## src/rtl/sha1_pkg.sv

```systemverilog
// Shared types, constants and round functions of the SHA-1 hash engine.
package sha1_pkg;

  localparam int unsigned HashWords  = 5;
  localparam int unsigned BlockWords = 16;
  localparam int unsigned Rounds     = 80;
  localparam int unsigned QueueDepth = 4;
  localparam int unsigned QueuePtrW  = $clog2(QueueDepth);
  localparam int unsigned QueueCntW  = $clog2(QueueDepth + 1);

  localparam logic [31:0] SHA1_IV [HashWords] = '{
    32'h67452301, 32'hefcdab89, 32'h98badcfe, 32'h10325476, 32'hc3d2e1f0
  };

  localparam logic [31:0] K_ROUND0 = 32'h5a827999;
  localparam logic [31:0] K_ROUND1 = 32'h6ed9eba1;
  localparam logic [31:0] K_ROUND2 = 32'h8f1bbcdc;
  localparam logic [31:0] K_ROUND3 = 32'hca62c1d6;

  localparam logic [7:0]  PAD_BYTE = 8'h80;
  localparam logic [31:0] PAD_WORD = {PAD_BYTE, 24'h000000};

  // One word of a 512-bit block on its way from the front end to the core.
  typedef struct packed {
    logic [31:0] word;
    logic        msg_end;
  } q_entry_t;

  function automatic logic [31:0] rotl1(input logic [31:0] x);
    return {x[30:0], x[31]};
  endfunction

  function automatic logic [31:0] rotl5(input logic [31:0] x);
    return {x[26:0], x[31:27]};
  endfunction

  function automatic logic [31:0] rotl30(input logic [31:0] x);
    return {x[1:0], x[31:2]};
  endfunction

  function automatic logic [31:0] round_k(input logic [6:0] t);
    logic [31:0] k;
    if (t < 7'd20) begin
      k = K_ROUND0;
    end else if (t < 7'd40) begin
      k = K_ROUND1;
    end else if (t < 7'd60) begin
      k = K_ROUND2;
    end else begin
      k = K_ROUND3;
    end
    return k;
  endfunction

  function automatic logic [31:0] round_f(input logic [6:0] t, input logic [31:0] b,
                                          input logic [31:0] c, input logic [31:0] d);
    logic [31:0] f;
    if (t < 7'd20) begin
      f = (b & c) | (~b & d);
    end else if (t < 7'd40 || t >= 7'd60) begin
      f = b ^ c ^ d;
    end else begin
      f = (b & c) | (b & d) | (c & d);
    end
    return f;
  endfunction

endpackage

```

## src/rtl/sha1_queue.sv

```systemverilog
// Small FIFO of block words between the padding front end and the core.
module sha1_queue import sha1_pkg::*; (
  input  logic     clk_i,
  input  logic     rst_ni,
  input  logic     push_i,
  input  q_entry_t wr_data_i,
  input  logic     pop_i,
  output q_entry_t rd_data_o,
  output logic     full_o,
  output logic     empty_o
);

  q_entry_t               mem_q [QueueDepth];
  logic [QueuePtrW-1:0]   wr_ptr_q, rd_ptr_q;
  logic [QueueCntW-1:0]   count_q;

  assign full_o    = (count_q == QueueCntW'(QueueDepth));
  assign empty_o   = (count_q == '0);
  assign rd_data_o = mem_q[rd_ptr_q];

  always_ff @(posedge clk_i or negedge rst_ni) begin
    if (!rst_ni) begin
      wr_ptr_q <= '0;
      rd_ptr_q <= '0;
      count_q  <= '0;
    end else begin
      if (push_i) begin
        wr_ptr_q <= wr_ptr_q + 1'b1;
      end
      if (pop_i) begin
        rd_ptr_q <= rd_ptr_q + 1'b1;
      end
      if (push_i && !pop_i) begin
        count_q <= count_q + 1'b1;
      end else if (!push_i && pop_i) begin
        count_q <= count_q - 1'b1;
      end
    end
  end

  always_ff @(posedge clk_i) begin
    if (push_i) begin
      mem_q[wr_ptr_q] <= wr_data_i;
    end
  end

endmodule

```

## src/rtl/sha1_front.sv

```systemverilog
// Input side: takes message items, counts the length and appends padding and length words.
module sha1_front import sha1_pkg::*; (
  input  logic        clk_i,
  input  logic        rst_ni,
  input  logic        in_valid_i,
  output logic        in_ready_o,
  input  logic [31:0] data_word_i,
  input  logic [2:0]  byte_count_i,
  input  logic        last_word_i,
  input  logic        q_full_i,
  output logic        q_push_o,
  output q_entry_t    q_entry_o
);

  localparam logic [1:0] ST_ACCEPT = 2'd0;
  localparam logic [1:0] ST_PADW   = 2'd1;
  localparam logic [1:0] ST_ZERO   = 2'd2;
  localparam logic [1:0] ST_LENLO  = 2'd3;

  logic [1:0]  state_q, state_d;
  logic [3:0]  fill_q;
  logic [63:0] bit_len_q;
  logic [2:0]  cnt_sat;
  logic [4:0]  shamt;
  logic [31:0] keep_mask, pad_mask;

  assign cnt_sat   = (byte_count_i > 3'd4) ? 3'd4 : byte_count_i;
  assign shamt     = {cnt_sat[1:0], 3'b000};
  assign keep_mask = ~(32'hffffffff >> shamt);
  assign pad_mask  = PAD_WORD >> shamt;

  always_comb begin
    in_ready_o        = 1'b0;
    q_push_o          = 1'b0;
    q_entry_o.word    = '0;
    q_entry_o.msg_end = 1'b0;
    state_d           = state_q;
    case (state_q)
      ST_ACCEPT: begin
        in_ready_o = !q_full_i;
        q_push_o   = in_valid_i && !q_full_i;
        if (last_word_i && cnt_sat != 3'd4) begin
          q_entry_o.word = (data_word_i & keep_mask) | pad_mask;
        end else begin
          q_entry_o.word = data_word_i;
        end
        if (q_push_o && last_word_i) begin
          state_d = (cnt_sat == 3'd4) ? ST_PADW : ST_ZERO;
        end
      end
      ST_PADW: begin
        q_push_o       = !q_full_i;
        q_entry_o.word = PAD_WORD;
        if (q_push_o) begin
          state_d = ST_ZERO;
        end
      end
      ST_ZERO: begin
        q_push_o = !q_full_i;
        // The high length word goes into slot 14; until then the block gets zeros.
        if (fill_q == 4'd14) begin
          q_entry_o.word = bit_len_q[63:32];
          if (q_push_o) begin
            state_d = ST_LENLO;
          end
        end
      end
      ST_LENLO: begin
        q_push_o          = !q_full_i;
        q_entry_o.word    = bit_len_q[31:0];
        q_entry_o.msg_end = 1'b1;
        if (q_push_o) begin
          state_d = ST_ACCEPT;
        end
      end
      default: begin
        state_d = ST_ACCEPT;
      end
    endcase
  end

  always_ff @(posedge clk_i or negedge rst_ni) begin
    if (!rst_ni) begin
      state_q   <= ST_ACCEPT;
      fill_q    <= '0;
      bit_len_q <= '0;
    end else begin
      state_q <= state_d;
      if (q_push_o) begin
        fill_q <= fill_q + 1'b1;
      end
      if (state_q == ST_ACCEPT && q_push_o) begin
        if (last_word_i) begin
          bit_len_q <= bit_len_q + {58'd0, cnt_sat, 3'b000};
        end else begin
          bit_len_q <= bit_len_q + 64'd32;
        end
      end else if (state_q == ST_LENLO && q_push_o) begin
        bit_len_q <= '0;
      end
    end
  end

endmodule

```

## src/rtl/sha1_core.sv

```systemverilog
// Compression core: gathers 16-word blocks, runs 80 rounds and emits the digest.
module sha1_core import sha1_pkg::*; (
  input  logic        clk_i,
  input  logic        rst_ni,
  input  q_entry_t    q_entry_i,
  input  logic        q_empty_i,
  output logic        q_pop_o,
  output logic        out_valid_o,
  input  logic        out_ready_i,
  output logic [31:0] digest_word_o,
  output logic [2:0]  word_index_o,
  output logic        last_result_o
);

  localparam logic [1:0] ST_LOAD  = 2'd0;
  localparam logic [1:0] ST_ROUND = 2'd1;
  localparam logic [1:0] ST_ADD   = 2'd2;
  localparam logic [1:0] ST_OUT   = 2'd3;

  logic [1:0]  state_q;
  logic [3:0]  load_cnt_q;
  logic [6:0]  round_q;
  logic [2:0]  out_idx_q;
  logic        final_q;
  logic        out_valid_q;
  logic [31:0] chain_q [HashWords];
  logic [31:0] w_q [BlockWords];
  logic [31:0] a_q, b_q, c_q, d_q, e_q;
  logic [31:0] sched_new, round_sum;
  logic        out_load;

  assign q_pop_o     = (state_q == ST_LOAD) && !q_empty_i;
  assign out_load    = (state_q == ST_OUT) && (!out_valid_q || out_ready_i);
  assign out_valid_o = out_valid_q;

  // The schedule window slides by one word per round: w_q[0] is always W[t].
  assign sched_new = rotl1(w_q[13] ^ w_q[8] ^ w_q[2] ^ w_q[0]);
  assign round_sum = rotl5(a_q) + round_f(round_q, b_q, c_q, d_q) + e_q
                     + round_k(round_q) + w_q[0];

  always_ff @(posedge clk_i or negedge rst_ni) begin
    if (!rst_ni) begin
      state_q     <= ST_LOAD;
      load_cnt_q  <= '0;
      round_q     <= '0;
      out_idx_q   <= '0;
      final_q     <= 1'b0;
      out_valid_q <= 1'b0;
      for (int i = 0; i < HashWords; i++) begin
        chain_q[i] <= SHA1_IV[i];
      end
    end else begin
      if (out_load) begin
        out_valid_q <= 1'b1;
      end else if (out_ready_i) begin
        out_valid_q <= 1'b0;
      end
      case (state_q)
        ST_LOAD: begin
          if (q_pop_o) begin
            load_cnt_q <= load_cnt_q + 1'b1;
            if (load_cnt_q == 4'(BlockWords - 1)) begin
              final_q <= q_entry_i.msg_end;
              round_q <= '0;
              state_q <= ST_ROUND;
            end
          end
        end
        ST_ROUND: begin
          round_q <= round_q + 1'b1;
          if (round_q == 7'(Rounds - 1)) begin
            state_q <= ST_ADD;
          end
        end
        ST_ADD: begin
          chain_q[0] <= chain_q[0] + a_q;
          chain_q[1] <= chain_q[1] + b_q;
          chain_q[2] <= chain_q[2] + c_q;
          chain_q[3] <= chain_q[3] + d_q;
          chain_q[4] <= chain_q[4] + e_q;
          out_idx_q  <= '0;
          state_q    <= final_q ? ST_OUT : ST_LOAD;
        end
        ST_OUT: begin
          if (out_load) begin
            out_idx_q <= out_idx_q + 1'b1;
            // Once the last digest word sits in the output register the chain restarts.
            if (out_idx_q == 3'(HashWords - 1)) begin
              for (int i = 0; i < HashWords; i++) begin
                chain_q[i] <= SHA1_IV[i];
              end
              state_q <= ST_LOAD;
            end
          end
        end
        default: begin
          state_q <= ST_LOAD;
        end
      endcase
    end
  end

  always_ff @(posedge clk_i) begin
    if (q_pop_o) begin
      for (int i = 0; i < BlockWords - 1; i++) begin
        w_q[i] <= w_q[i+1];
      end
      w_q[BlockWords-1] <= q_entry_i.word;
      if (load_cnt_q == 4'(BlockWords - 1)) begin
        a_q <= chain_q[0];
        b_q <= chain_q[1];
        c_q <= chain_q[2];
        d_q <= chain_q[3];
        e_q <= chain_q[4];
      end
    end else if (state_q == ST_ROUND) begin
      for (int i = 0; i < BlockWords - 1; i++) begin
        w_q[i] <= w_q[i+1];
      end
      w_q[BlockWords-1] <= sched_new;
      a_q <= round_sum;
      b_q <= a_q;
      c_q <= rotl30(b_q);
      d_q <= c_q;
      e_q <= d_q;
    end
    if (out_load) begin
      digest_word_o <= chain_q[out_idx_q];
      word_index_o  <= out_idx_q;
      last_result_o <= (out_idx_q == 3'(HashWords - 1));
    end
  end

endmodule

```

## src/rtl/sha1_hash_engine_unit.sv

```systemverilog
// SHA-1 engine: one item per cycle into a 4-entry queue while it has room and no padding
// is being written; each 16-word block is then loaded, run through 80 rounds (one round
// per cycle) on the single shared round unit and added, while the queue takes new items.
// After a last item, padding adds up to 18 queue words; the digest leaves one word per
// cycle while out_ready_i is high, the first once the final block ends.
// Reset is asynchronous, active low: the chain returns to the initial values, queue empty.
module sha1_hash_engine_unit import sha1_pkg::*; (
  input  logic        clk_i,
  input  logic        rst_ni,
  input  logic        in_valid_i,
  output logic        in_ready_o,
  input  logic [31:0] data_word_i,
  input  logic [2:0]  byte_count_i,
  input  logic        last_word_i,
  output logic        out_valid_o,
  input  logic        out_ready_i,
  output logic [31:0] digest_word_o,
  output logic [2:0]  word_index_o,
  output logic        last_result_o
);

  q_entry_t push_entry, pop_entry;
  logic     q_push, q_pop, q_full, q_empty;

  sha1_front u_front (
    .clk_i        (clk_i),
    .rst_ni       (rst_ni),
    .in_valid_i   (in_valid_i),
    .in_ready_o   (in_ready_o),
    .data_word_i  (data_word_i),
    .byte_count_i (byte_count_i),
    .last_word_i  (last_word_i),
    .q_full_i     (q_full),
    .q_push_o     (q_push),
    .q_entry_o    (push_entry)
  );

  sha1_queue u_queue (
    .clk_i     (clk_i),
    .rst_ni    (rst_ni),
    .push_i    (q_push),
    .wr_data_i (push_entry),
    .pop_i     (q_pop),
    .rd_data_o (pop_entry),
    .full_o    (q_full),
    .empty_o   (q_empty)
  );

  sha1_core u_core (
    .clk_i         (clk_i),
    .rst_ni        (rst_ni),
    .q_entry_i     (pop_entry),
    .q_empty_i     (q_empty),
    .q_pop_o       (q_pop),
    .out_valid_o   (out_valid_o),
    .out_ready_i   (out_ready_i),
    .digest_word_o (digest_word_o),
    .word_index_o  (word_index_o),
    .last_result_o (last_result_o)
  );

  a_no_overflow: assert property (@(posedge clk_i) disable iff (!rst_ni)
    !(q_push && q_full))
    else $error("queue written while full");

  a_no_underflow: assert property (@(posedge clk_i) disable iff (!rst_ni)
    !(q_pop && q_empty))
    else $error("queue read while empty");

  a_index_follows: assert property (@(posedge clk_i) disable iff (!rst_ni)
    out_valid_o && out_ready_i && !last_result_o |=> out_valid_o == 1'b0 ||
      word_index_o == $past(word_index_o) + 3'd1)
    else $error("digest words out of order");

endmodule
```

## config.mk

```make
export PLATFORM = sky130hd
export DESIGN_NAME = sha1_hash_engine_unit
export DESIGN_NICKNAME = d
export VERILOG_FILES = /design/src/rtl/sha1_pkg.sv /design/src/rtl/sha1_queue.sv /design/src/rtl/sha1_front.sv /design/src/rtl/sha1_core.sv /design/src/rtl/sha1_hash_engine_unit.sv
export SDC_FILE = /design/constraint.sdc
export NUM_CORES = 2
export LEC_CHECK = 0
export ABC_AREA = 1
export CAP_MARGIN = 20
export CELL_PAD_IN_SITES_DETAIL_PLACEMENT = 1
export CELL_PAD_IN_SITES_GLOBAL_PLACEMENT = 1
export CORE_ASPECT_RATIO = 2
export CORE_MARGIN = 2
export CORE_UTILIZATION = 46
export CTS_CLUSTER_DIAMETER = 100
export DETAILED_ROUTE_END_ITERATION = 10
export DONT_BUFFER_PORTS = 1
export GPL_TIMING_DRIVEN = 0
export HOLD_SLACK_MARGIN = 0.05
export PLACE_DENSITY = 0.78
export RECOVER_POWER = 100
export SLEW_MARGIN = 15
export SYNTH_ARGS = -nofsm -noshare
export SYNTH_HDL_FRONTEND = slang
export SYNTH_SLANG_ARGS = --single-unit
```

## constraint.sdc

```tcl
create_clock -name clk_i -period 12.04 [get_ports clk_i]
set_clock_uncertainty 0.1 [all_clocks]
set_input_delay 1.204 -clock clk_i [delete_from_list [all_inputs] [get_ports clk_i]]
set_output_delay 1.204 -clock clk_i [all_outputs]
set_load 0.1 [all_outputs]
```

# Word level (Yosys, flattened, before mapping)
# Memories as Yosys holds them, arrays and structs flattened.
# Index checks and enable logic that the tools add are counted.
[totals]
reg_bits = 451
latch_bits = 0
mem_bits_rw = 644
rom_bits = 0
inputBits = 40
out_inout_bits = 38
elab_cells = 227
mem_count = 2
[classes]
n_addsub = 19
multipliers = 0
div_mod_pow = 0
n_lt_le_gt_ge = 6
eq_ne = 24
shift = 2
mux = 82
bitwise_logic = 33
n_reduce_logical = 34
[memory_table]
columns = ["name", "depth", "word_bits", "read_ports", "rd_ports_with_merged_regs", "wr", "line_no", "text"]
rows = [
  ["u_core.w_q", 16, 32, 16, 0, 16, "sha1_core.sv:27", "logic [31:0] w_q [BlockWords];"],
  ["u_queue.mem_q", 4, 33, 1, 0, 1, "sha1_queue.sv:13", "q_entry_t mem_q [QueueDepth];"],
]
[op_table]
columns = ["cell", "count"]
rows = [
  ["32-bit 2-to-1 mux", 39],
  ["160-bit 2-to-1 mux", 2],
  ["160-bit one-hot mux with 2 select lines", 1],
  ["32-bit adder", 9],
  ["64-bit 2-to-1 mux", 3],
  ["32-bit bitwise AND", 5],
  ["32-bit XOR", 5],
  ["32-bit bitwise OR", 4],
  ["32-bit one-hot mux with 4 select lines", 1],
  ["32-bit binary-select mux with 3-bit select", 1],
  ["64-bit by 6-bit adder with 64-bit output", 1],
  ["64-bit by 6-bit adder with 64-bit output (second input constant)", 1],
  ["32-bit NOT", 2],
  ["32-bit by 5-bit right shift with 32-bit output (first input constant)", 2],
  ["31-bit 2-to-1 mux", 1],
  ["2-bit 2-to-1 mux", 12],
  ["1-bit bitwise OR", 16],
  ["2-bit one-hot mux with 4 select lines", 2],
  ["7-bit by 6-bit less-than comparator with 1-bit output (second input constant)", 2],
  ["7-bit 2-to-1 mux", 2],
  ["7-bit one-hot mux with 2 select lines", 1],
  ["3-bit 2-to-1 mux", 4],
  ["2-bit inequality test (second input constant)", 6],
  ["2-bit nonzero test", 6],
  ["29 further kinds", 72],
]

# Longest topological paths before layout
[logic_depth]
word_depth = 11
depth_mapped = 27
mapped_depth_nobuf = 26

# Modules after synthesis
# Synthesis repeated with hierarchy kept, for this count alone.
[unflattened]
cells_unflattened = 6761
area_unflattened_um2 = 61237.5
[by_module_without_submodules]
columns = ["mod", "n_inst", "cells_each", "area_each_um2", "seq_area_each_um2"]
rows = [
  ["sha1_core", 1, 5416, 49576.3, 25814.8],
  ["sha1_queue", 1, 433, 5883.1, 4139.0],
  ["sha1_front", 1, 912, 5778.0, 1676.6],
]

# Least setup slack after synthesis
# Ideal clock, no wire load.
[synth_timing]
path_kind = "register to register"
startpoint = "register u_queue.count_q[0]"
endpoint = "memory u_core.w_q[0][0] (enable)"
setup_ps = 3664
t_arrival_ps = 9458
t_required_ps = 8276
slack_ps = -1181
stages_incl_launch_ff = 7
path_buffers = 2
synth_period_minus_slack_ps = 13221
path_cell_list = "dfrtp_1 nor3_2 nor2_4 inv_2 buf_2 buf_2 nand2_1"
[synth_rtl]
columns = ["item", "line_no", "text"]
rows = [
  ["start, declared", "sha1_queue.sv:15", "logic [QueueCntW-1:0] count_q;"],
  ["start signal, assigned", "sha1_queue.sv:34", "count_q <= count_q + 1'b1;"],
  ["start signal, assigned", "sha1_queue.sv:36", "count_q <= count_q - 1'b1;"],
  ["end, declared", "sha1_core.sv:27", ""],
]

==> summary.md <==
| Metric | Value |
|---|---|
| Worst Setup Start Kind | register |
| Cell Rows | 186 |
| CP startpoint | u_queue.count_q[0] |
| 1st-iter DRT viols | 4207 |
| Failing checks | capacitance limit, slew limit |
| Synth top area share | 42.32% |
| Multi-input logic area | 0.02392 mm^2 |
| Placer Congestion | 1.095 |
| Wire length per cell | 35.51 um |
| Final WS setup | 2.608 ns |
| Overflow after GRT | 0 |
| Final period utilization | 78.34% |
| Worst Max-Slew Pin Slew | 7.432 ns |
| Drt via density | 6.158 |
| Clock Path Buffers | 3 |
| Cell variety after synth | 59 |
| Max incr delay on CP | 1.45 ns |
| Outcome | finished, violations left |
| Worst reg2reg endpoint | u_core.w_q[0][72] |
| Fillers | 14820 |
| Die X | 258.5 um |
| Simple-gate area share of the yosys netlist | 17.90% |
| Final ANT Viol Nets | 0 |
| Synth Area in Compound Gates | 10.97% |
| TritonCTS Buffers | 101 |
| Rel. slew slack | -395.5% |
| GR Util All Layers | 45.76% |
| Most frequent cell after synthesis | nand2_1 |
| # IOs | 78 |
| Register area share after synthesis | 53.07% |
| Largest family of logic cells by synthesized area | simple AND/OR/NAND/NOR gates |
| Die area | 0.1326 mm^2 |
| Depth of the CTS H-tree | 3 |
| Detailed placer's ending HPWL | 231600 um |
| Hold Vio Cnt, Final | 0 |
| # resized after CTS | 0 |
| CTS tree | yes |
| Sequential Area | 0.03163 mm^2 |
| Synthesis-to-finish area growth | 10.49% |
| Root buffer cell | clkbuf_16 |
| Num Clock Sinks | 1092 |
| LEAKAGE | 28.49 nW |
| Adder-cell share of the synthesized area | 9.270% |
| Starting density of the core | 46.40% |
| Post-Place Worst Slack | 4.158 ns |
| Final net count | 6939 |
| I/O Buffers | 0 |
| Insertion delay to the later sink of the worst-skew pair | 0.80 ns |
| VDD IR max | 0.2025 mV |
| Critical path endpoint category | register |
| Critical path class | register to register |
| Worst R2R Start | u_queue.count_q[0] |
| Yosys warning count | 0 |
| Synthesized netlist net count | 6789 |
| Final instance area | 0.06586 mm^2 |
| Unrepaired setup endpoints after global routing | false |
| First-pass iteration count of the detailed router | 8 |
| Final Critical Period | 9.432 ns |
| Synthesized flop and latch total | 1092 |
| Initial antenna violation count | 23 |
| Family with the most delay on the worst path | buffers and inverters |
| PD cells | 136.9 mW/mm^2 |
| F_max | 106.0 MHz |
| Final setup TNS | 0 ns |
| Dominant synthesized flop cell | edfxtp_1 |
| Detailed-route DRC error count | 0 |
| Worst Hold Class | input pin to async pin |
| XOR/XNOR share of the synthesized area | 1.969% |
| Placed Area | 0.06237 mm^2 |
| Post-Synthesis Cells | 6383 |
| Die Span Y | 513.1 um |
| Cell mode on critical path | buf_16 |
| Reg2Reg Depth | 10 |
| Routed WL | 296200 um |
| First-pass GRT wire length | 419300 um |
| Post-synth EDFFs | 840 |
| Crit path to | u_core.w_q[0][72] |
| Maxcap violations | 28 |
| Cell count along the critical path | 10 |
| Vias in the first global route | 55610 |
| Arr. time, crit path | 9.81 ns |
| Critical path buffer and inverter count | 7 |
| R2R Setup Slk | 2.61 ns |
| Pin count of the biggest net entering global routing | 230 |
| Synth top cells by count | 1393 x nand2_1, 857 x inv_1, 840 x edfxtp_1 |
| Final setup vio count | 0 |
| Largest area contributor in the netlist | edfxtp_1 |
| Avg Cell Area, Syn | 9.338 um^2 |
| Synth area leaders | edfxtp_1 42%, nand2_1 8.8%, dfrtp_1 7.2%, inv_1 5.4%, ha_1 5.0% |
| Cell at the slowest stage of the critical path | clkbuf_2 |
| Clk slew on worst S/H paths | 0.07 ns |
| Crit path max fanout | 115 |
| Mux contribution to synthesized area | 0.01889% |
| Cell Area, Synth | 0.05960 mm^2 |
| Core Footprint | 0.1285 mm^2 |
| Slew Limit Fails | 698 |
| Worst-path cell chain | nor3_1 > nor2_1 > inv_1 > clkbuf_1 > clkbuf_1 > nand2_8 > buf_16 > clkbuf_2 > buf_16 > buf_16 |
| Ratio of cells with drive above 1 in the final layout | 5.935% |
| Via count | 51370 |
| Asr flop ratio synth | 23.08% |
| Critical Path RT | 12.42 ns |
## power breakdown
part	switching, mW	internal (mW)	leakage, nW	total [mW]
sequential	0.101	4.32	11.5	4.42
clock	1.65	1.94	1.74	3.60
combinational	0.817	0.185	15.2	1.00
## cells in the final DEF, fill, tap and decap left out, types with 58 or more instances in the layout
| cell type | n |
|---|---|
| dfrtp_1 | 172 |
| xnor2_1 | 58 |
| ha_1 | 240 |
| clkbuf_1 | 146 |
| fa_1 | 126 |
| clkbuf_16 | 101 |
| o22ai_1 | 70 |
| a21oi_1 | 348 |
| edfxtp_1 | 840 |
| nand3_1 | 354 |
| dfstp_2 | 80 |
| nand4_1 | 67 |
| inv_1 | 860 |
| nor3_1 | 82 |
| o21ai_0 | 543 |
| nand2_1 | 1394 |
| nor2_1 | 562 |
| xor2_1 | 76 |
## how the worst min path moves through the flow
| stage | startpoint | to | depth (start not counted) |
|---|---|---|---|
| 6_report | rst_ni | u_core.chain_q[8] | 0 |
| 2_1_floorplan | u_core.w_q[0][32] | u_core.w_q[0][0] | 0 |
| 3_5_place_dp | u_core.w_q[0][101] | u_core.w_q[0][69] | 0 |
| 3_3_place_gp | u_core.w_q[1][37] | u_core.w_q[1][5] | 0 |
| 5_1_grt | rst_ni | u_core.chain_q[8] | 0 |
| 4_1_cts | rst_ni | u_front.state_q[1] | 0 |
## worst reg2reg max path: stages, from the launching register on
cell and delay [ns]:
dfrtp_1 0.44, nor3_1 0.76, nor2_1 0.67, inv_1 0.55, clkbuf_1 1.31, clkbuf_1 1.13
nand2_8 0.79, buf_16 0.54, clkbuf_2 1.52, buf_16 0.88, buf_16 0.43
## layer usage
metal	share of wire [%]	global-route usage, %	vias to the layer above
li1	-	-	21820
met1	28	38.51	25400
met2	50	78.89	2548
met3	6.2	12.65	1587
met4	15	54.75	14
met5	0.028	0.1111	-
## cell type report
cell class / instances / share of cell area [%]
flip-flops and latches: 1092 / 48.03
plain buffers: 160 / 0.9823
multi-input cells: 4232 / 36.32
inverters: 899 / 5.124
clock buffers: 122 / 4.018
repair buffers: 47 / 0.7581
well taps: 1692 / 3.215
diodes: 28 / 0.1064
clock inverters: 70 / 1.446
## registers in the layout, indices dropped and copies added (netlist names), 2 cells and up
name                  cells
u_core.a_q               32
u_core.b_q               32
u_core.c_q               32
u_core.chain_q          160
u_core.d_q               32
u_core.digest_word_o     32
u_core.e_q               32
u_core.load_cnt_q         4
u_core.out_idx_q          3
u_core.round_q            7
u_core.state_q            2
u_core.w_q              512
u_core.word_index_o       3
u_front.bit_len_q        61
u_front.fill_q            4
u_front.state_q           2
u_queue.count_q           3
u_queue.mem_q           132
u_queue.rd_ptr_q          2
u_queue.wr_ptr_q          2
## repair_timing
| action | 4_1_cts | 5_1_grt |
|---|---|---|
| hold buffers | 1 | 1 |
| endpoints found under the hold margin | 24 | 4 |
| endpoints found under the setup margin | 0 | 0 |
| buffers inserted | 0 | 0 |
## logic make-up after synthesis
| group | count (synthesis) |
|---|---|
| and+or+nand+nor | 2553 |
| AOI/OAI and AO/OA | 1178 |
| DFF | 1092 |
| buffers and inverters | 1059 |
| adders and majority gates | 366 |
| xor gates and xnor gates | 134 |
| muxes | 1 |
## through the flow
step	power (mW)	std cells	utilization, %	hold slack [ns]
3_5_place_dp	5.492	8109	48.55	0.3051
4_1_cts	9.035	8302	51.37	0.06182
2_1_floorplan	4.964	6383	-	0.3003
6_report	9.018	8342	51.26	0.1672
3_3_place_gp	5.367	8075	48.05	0.3003
5_1_grt	9.191	8329	51.24	0.1537
Power figures use the tool's default switching activity.
